==> config.mk <==
export PLATFORM = sky130hd
export DESIGN_NAME = mcba_div
export DESIGN_NICKNAME = d
export VERILOG_FILES = /design/src/rtl/core/mcba_pkg.sv /design/src/rtl/core/mcba_div.sv
export SDC_FILE = /design/constraint.sdc
export NUM_CORES = 1
export LEC_CHECK = 0
export BUFFER_PORTS_ARGS = -buffer_cell sky130_fd_sc_hd__buf_2
export CAP_MARGIN = 20
export CELL_PAD_IN_SITES_DETAIL_PLACEMENT = 0
export CELL_PAD_IN_SITES_GLOBAL_PLACEMENT = 1
export CORE_MARGIN = 4
export CORE_UTILIZATION = 43
export CTS_CLUSTER_SIZE = 14
export DETAILED_ROUTE_END_ITERATION = 10
export GPL_ROUTABILITY_DRIVEN = 0
export PLACE_DENSITY = 0.88
export SLEW_MARGIN = 40
export SYNTH_ARGS = -nofsm -noshare
export SYNTH_HDL_FRONTEND = slang
export SYNTH_SLANG_ARGS = --single-unit
==> constraint.sdc <==
create_clock -name clk_i -period 3 [get_ports clk_i]
set_input_delay 0.45 -clock clk_i [delete_from_list [all_inputs] [get_ports clk_i]]
set_output_delay 0.45 -clock clk_i [all_outputs]
set_load 0.03 [all_outputs]
==> src/rtl/core/mcba_pkg.sv <==
// shared constants and types for the multichannel boxcar average
`timescale 1ns / 1ps

package mcba_pkg;

  // default sizing, handed to the top level parameters
  localparam int unsigned MAX_CHANNELS_DEF = 8;
  localparam int unsigned MAX_WINDOW_DEF   = 256;
  localparam int unsigned SAMPLE_BITS_DEF  = 16;

  // configuration port
  localparam int unsigned CFG_IDX_W  = 1;
  localparam int unsigned CFG_DATA_W = 9;
  localparam int unsigned WIN_W      = 9;
  localparam int unsigned CNT_CFG_W  = 4;

  // register indexes
  localparam logic [CFG_IDX_W-1:0] CFG_WINDOW_LENGTH = 1'b0;
  localparam logic [CFG_IDX_W-1:0] CFG_CHANNEL_COUNT = 1'b1;

  // register reset values
  localparam logic [WIN_W-1:0]     WINDOW_LENGTH_RST = 9'd8;
  localparam logic [CNT_CFG_W-1:0] CHANNEL_COUNT_RST = 4'd3;

  // divider status towards the sequencer
  typedef struct packed {
    logic busy;
    logic done;
  } mcba_div_stat_t;

endpackage

==> src/rtl/core/mcba_div.sv <==
// bit-serial signed by unsigned divider, truncating toward zero
`timescale 1ns / 1ps

module mcba_div #(
  parameter int unsigned SUM_W       = 24,
  parameter int unsigned SAMPLE_BITS = 16
) (
  input  logic                        clk_i,
  input  logic                        rst_ni,
  input  logic                        start_i,
  input  logic signed [SUM_W-1:0]     dividend_i,
  input  logic [mcba_pkg::WIN_W-1:0]  divisor_i,
  output logic signed [SAMPLE_BITS-1:0] quotient_o,
  output mcba_pkg::mcba_div_stat_t    stat_o
);
  import mcba_pkg::*;

  localparam int unsigned CntW = $clog2(SUM_W);

  logic                busy_q;
  logic                done_q;
  logic [CntW-1:0]     cnt_q;
  logic [SUM_W-1:0]    quo_q;
  logic [WIN_W-1:0]    rem_q;
  logic [WIN_W-1:0]    div_q;
  logic                neg_q;

  logic [SUM_W-1:0]    mag;
  logic [WIN_W:0]      rem_shift;
  logic [WIN_W+1:0]    trial;
  logic                ge;
  logic [WIN_W-1:0]    rem_d;
  logic [SAMPLE_BITS-1:0] q_mag;

  // magnitude of the dividend
  assign mag = dividend_i[SUM_W-1] ? (~dividend_i + 1'b1) : dividend_i;

  // one restoring step per cycle
  assign rem_shift = {rem_q, quo_q[SUM_W-1]};
  assign trial     = {1'b0, rem_shift} - {2'b00, div_q};
  assign ge        = ~trial[WIN_W+1];
  assign rem_d     = ge ? trial[WIN_W-1:0] : rem_shift[WIN_W-1:0];

  // control
  always_ff @(posedge clk_i or negedge rst_ni) begin
    if (!rst_ni) begin
      busy_q <= 1'b0;
      done_q <= 1'b0;
      cnt_q  <= '0;
    end else if (start_i) begin
      busy_q <= 1'b1;
      done_q <= 1'b0;
      cnt_q  <= '0;
    end else if (busy_q) begin
      cnt_q <= cnt_q + 1'b1;
      if (cnt_q == CntW'(SUM_W - 1)) begin
        busy_q <= 1'b0;
        done_q <= 1'b1;
      end
    end
  end

  // datapath
  always_ff @(posedge clk_i) begin
    if (start_i) begin
      quo_q <= mag;
      rem_q <= '0;
      div_q <= divisor_i;
      neg_q <= dividend_i[SUM_W-1];
    end else if (busy_q) begin
      quo_q <= {quo_q[SUM_W-2:0], ge};
      rem_q <= rem_d;
    end
  end

  // restore the sign
  assign q_mag       = quo_q[SAMPLE_BITS-1:0];
  assign quotient_o  = $signed(neg_q ? (~q_mag + 1'b1) : q_mag);
  assign stat_o.busy = busy_q;
  assign stat_o.done = done_q;

`ifndef SYNTHESIS
  // busy and done exclude each other
  a_busy_done_excl: assert property (@(posedge clk_i) disable iff (!rst_ni)
    !(busy_q && done_q)) else $error("divider busy and done together");

  // a start always begins an iteration run
  a_start_busy: assert property (@(posedge clk_i) disable iff (!rst_ni)
    start_i |=> busy_q && !done_q) else $error("divider did not start");

  // the last step raises done
  a_last_done: assert property (@(posedge clk_i) disable iff (!rst_ni)
    busy_q && !start_i && (cnt_q == CntW'(SUM_W - 1)) |=> done_q)
    else $error("divider did not finish");
`endif

endmodule

* Word-level counts from Yosys, hierarchy flattened
Cells that the tools add are included.
** Storage, ports and cells
- RAM bits :: 0
- Register bits after elaboration :: 50
- Input bits :: 36
- ROM bits :: 0
- Memories kept :: 0
- Output and inout port bits :: 18
- Latch bits :: 0
** Cells by class
- Order comparisons :: 0
- Eq/ne operators :: 1
- Reductions and logical operators :: 3
- Muxes and demuxes :: 13
- $add $sub $neg :: 4
- Divide/modulo/power cells :: 0
- $mul :: 0
- Bitwise operators :: 3
- Shifts and indexed selects :: 0
** Operators by type and width (count)
- 24-bit 2-to-1 mux :: 3
- 24-bit by 1-bit adder with 24-bit output (second input constant) :: 1
- 24-bit inverter :: 1
- 16-bit by 1-bit adder with 16-bit output (second input constant) :: 1
- 16-bit 2-to-1 mux :: 1
- 16-bit inverter :: 1
- 10-bit by 9-bit subtractor with 11-bit output :: 1
- 5-bit 2-to-1 mux :: 2
- 9-bit 2-to-1 mux :: 1
- 1-bit 2-to-1 mux :: 6
- 5-bit by 1-bit adder with 5-bit output (second input constant) :: 1
- 5-bit == test (second input constant) :: 1
- 2-bit nonzero test :: 2
- 2-bit AND reduction :: 1
- 1-bit inverter :: 1

* Longest topological paths before layout
- Depth in word-level cells :: 4
- Mapped depth :: 10

* Worst setup path after synthesis
Ideal clock, no wire load.
- Path kind :: register to register
- Start :: register quo_q[23]
- End :: register rem_q[1]
- Path buffers :: 1
- Setup slack :: 690 ps
- Cell stages (with the launch flop) :: 11
- Arrival time :: 2173 ps
- Period minus slack after synthesis :: 2310 ps
- Cell sequence :: edfxtp_1 inv_1 ha_1 inv_1 fa_1 a211oi_2 o21ai_1 a311oi_2 buf_6 mux2i_1 a211oi_1
** Between the ends
- Cells in the longest elaborated chain, start to end :: 2
** RTL lines
- start: declaration :: RTL line mcba_div.sv:23 : logic [SUM_W-1:0] quo_q;
- start signal: assignment :: RTL line mcba_div.sv:66 : quo_q <= mag;
- start signal: assignment :: RTL line mcba_div.sv:71 : quo_q <= {quo_q[SUM_W-2:0], ge};
- 10-bit by 9-bit subtractor with 11-bit output :: RTL line mcba_div.sv:40 : assign trial = {1'b0, rem_shift} - {2'b00, div_q};
- 9-bit 2-to-1 mux :: RTL line mcba_div.sv:42 : assign rem_d = ge ? trial[WIN_W-1:0] : rem_shift[WIN_W-1:0];
- end signal: assignment :: RTL line mcba_div.sv:72 : rem_q <= rem_d;
- end: declaration :: RTL line mcba_div.sv:24 : logic [WIN_W-1:0] rem_q;
Every way passes these cells.
A chain may end at the register's enable or synchronous reset.

* Worst setup path after layout
- Start :: register quo_q[23]
- End :: register rem_q[0]
** Between the ends
- Cells in the longest elaborated chain, start to end :: 2
** RTL lines (RTL line)
- 10-bit by 9-bit subtractor with 11-bit output :: mcba_div.sv:40
- 9-bit 2-to-1 mux * :: mcba_div.sv:42
Mark *: on every way between the ends. The rest lies on a longest branch, timed or not.

==> summary.md <==
| Metric | Value |
|---|---|
| Status | complete, no violations |
| Starting DRT DRC Count | 108 |
| Storage cell area | 0.00138 mm² |
| DRT Pass-1 Iters | 4 |
| Final Skew | 0.00391 ns |
| CTS tree | built |
| Final TNS setup | 0 ns |
| Register-to-register setup slack | 0.27 ns |
| Synth area leaders | edfxtp_1, xor2_1, dfxtp_1 |
| Clock Sinks | 50 |
| # H-tree levels | 2 |
| Endpoint type of the worst setup path | register |
| IO Port Bufs | 53 |
| Multi-input logic area | 0.00170 mm² |
| Async SR Flop Fraction | 14.0% |
| CTS buffer count | 5 |
| GRT Overall Usage | 16.2% |
| Crit share post-route | 90.9% |
| Slew @ Worst Pin | 0.492 ns |
| Maxcap violations | 0 |
| EDFF count, synth | 34 |
| Post-Syn Area per Cell | 9.37 µm² |
| Syn-to-layout area delta | 13.5% |
| Clock buffer depth | 2 |
| Routed wire length | 6850 µm |
| Area leader, netlist | edfxtp_1 |
| Dpl ws | 0.268 ns |
| Min Clock Period, post-route | 2.73 ns |
| Via/cell ratio | 5.26 |
| CP max-delay cell | a311oi_2 |
| Share of layout cells above drive strength 1 | 19.0% |
| Final hold vios | 0 |
| Worst Setup Slack, final | 0.273 ns |
| Global-route wire length before repair | 11,600 µm |
| Relative slew slack | 66.9% |
| Most frequent cell after synthesis | nor2_1 |
| Vias | 2,619 |
| Power Density | 611 mW/mm² |
| Chip Width | 95.0 µm |
| Final Setup Violations | 0 |
| Crit-path most repeated cell | inv_1 |
| Root buf cell | clkbuf_8 |
| CP Cell Sequence | inv_1, ha_1, inv_1, fa_1, a211oi_2, o21ai_1, a311oi_2, buf_4, nand2_1, a311oi_1 |
| Arrival time worst endpoint | 2.93 ns |
| Global route overflow | 0 |
| DRC viols | 0 |
| Final hold slack | 0.317 ns |
| Most used flip-flop cell after synthesis | edfxtp_1 |
| Cell area after synthesis | 0.00325 mm² |
| Most frequent cells after synthesis | nor2_1, edfxtp_1, a21oi_1, nand2_1, xor2_1 |
| Synth top area share | 31.4% |
| Final Core Density | 50.7% |
| DP HPWL | 5230 µm |
| Worst skew pair latency | 0.30 ns |
| VDD IR-drop max | 0.000230 V |
| Cell variety after synth | 50 |
| Max Fclk | 367 MHz |
| Avg WL per Cell | 13.8 µm |
| Cells after Synth | 347 |
| Post-route ant nets | 0 |
| RSZ-0062 raised after global routing | false |
| Starting Density | 44.6% |
| Initial antenna violation count | 0 |
| Die footprint | 0.00902 mm² |
| P_leak | 1.54 nW |
| Classification of the worst-slack hold path | in -> reg |
| Seq cells post-synth | 50 |
| Vias in the first global route | 2,513 |
| Setup Buffers After CTS | 0 |
| Core area | 0.00729 mm² |
| IO Count | 54 |
| Power, Total | 0.00226 W |
| FILL cells | 732 |
| Nets | 447 |
| Slew Limit Fails | 0 |
| # diodes | 0 |
| Die height | 95.0 µm |
| Critical Path Fanout Max | 10 |
| CP max stage delay | 0.51 ns |
| Syn. warnings | 0 |
| CTS clk-pin slew, worst paths | 0.09 ns |
| Critical path required time | 3.21 ns |
| Startpoint Class | register |
| Syn nets | 396 |
| Largest net degree at the start of global routing | 28 |
| # rows | 31 |
| Seq/Total Area, Yosys | 42.3% |
| Crit Path Category | reg -> reg |
worst max-delay path: cells and delay by family, from the launching register on:
kind,cells,cell delay (ns)
simple gates,1,0.07
flops,1,0.39
buf+inv,3,0.38
fa+ha+maj,2,0.57
compound gates,4,1.23
cell families (layout without fill, tap and decap cells):
family	Yosys count	count (layout)	share of synthesized area (%)
flops	50	50	42.3
fa+ha+maj	13	13	5.23
buf+inv	37	89	5.46
xor+xnor	41	41	11.0
mux	6	6	1.85
compound gates	85	85	17.0
simple gates	115	115	17.1
sequential cells by signal, indices dropped and copies added, names as in the netlist:
name and count:
quo_q 24, div_q 9, rem_q 9, cnt_q 5
busy_q 1, done_q 1, neg_q 1
power by group:
| group | internal, W | total [W] | switching [W] |
|---|---|---|---|
| combinational | 0.000374 | 0.000897 | 0.000523 |
| clock | 0.000187 | 0.000410 | 0.000223 |
| sequential | 0.000853 | 0.000950 | 0.0000974 |
| total | 0.00141 | 0.00226 | 0.000843 |
path summary, 6_finish.rpt:
| kind | from | endpoint | cells after the start |
|---|---|---|---|
| worst min register to register | done_q | done_q | 2 |
| min in group asynchronous | rst_ni | cnt_q[4] | 2 |
| worst max-delay path | quo_q[23] | rem_q[0] | 10 |
| max in group asynchronous | rst_ni | cnt_q[0] | 2 |
| worst min-delay path | divisor_i[4] | div_q[4] | 1 |
| worst max register to register | quo_q[23] | rem_q[0] | 10 |
metrics by stage:
stage / cell area (µm²) / instances
after floorplan: 3250 / 347
after global placement: 3590 / 489
final: 3690 / 498
after global routing: 3690 / 498
after CTS: 3690 / 498
after detailed placement: 3590 / 489
timing repair:
item	CTS	global route
setup endpoints to repair	0	0
resized for setup	0	0
hold buffers	1	0
endpoints found under the hold margin	7	0
cell usage in the layout, fill, tap and decap left out, drive strengths merged, types with 7 or more instances in the layout:
cell type  synthesis  final
nand2             24     24
o21ai             23     23
dfrtp              7      7
nand2b             7      7
o31ai              9      9
a21oi             27     27
clkbuf             8      7
inv               20     20
xor2              24     24
dfxtp              9      9
edfxtp            34     34
nor2              46     46
xnor2             17     17
buf                8     60
ha                12     12
metal layers:
| layer | share of wire, % | track usage, % | vias up | wire (µm) |
|---|---|---|---|---|
| met1 | 46 | 22.2 | 1217 | 3170 |
| met3 | 5.0 | 3.98 | 4 | 339 |
| li1 | - | - | 1347 | - |
| met2 | 48 | 26.4 | 51 | 3310 |
| met5 | 0 | 0 | - | 0 |
| met4 | 0.48 | 2.16 | 0 | 33 |
final cells by class:
cell class	count	share of cell area, %
clock buffer	7	2.34
clock inverter	1	0.136
inverter	20	2.03
multi-input combinational	260	46.0
sequential	50	37.3
tap	99	3.35
timing repair buffer	61	8.88
(Power assumes the default switching activity.)
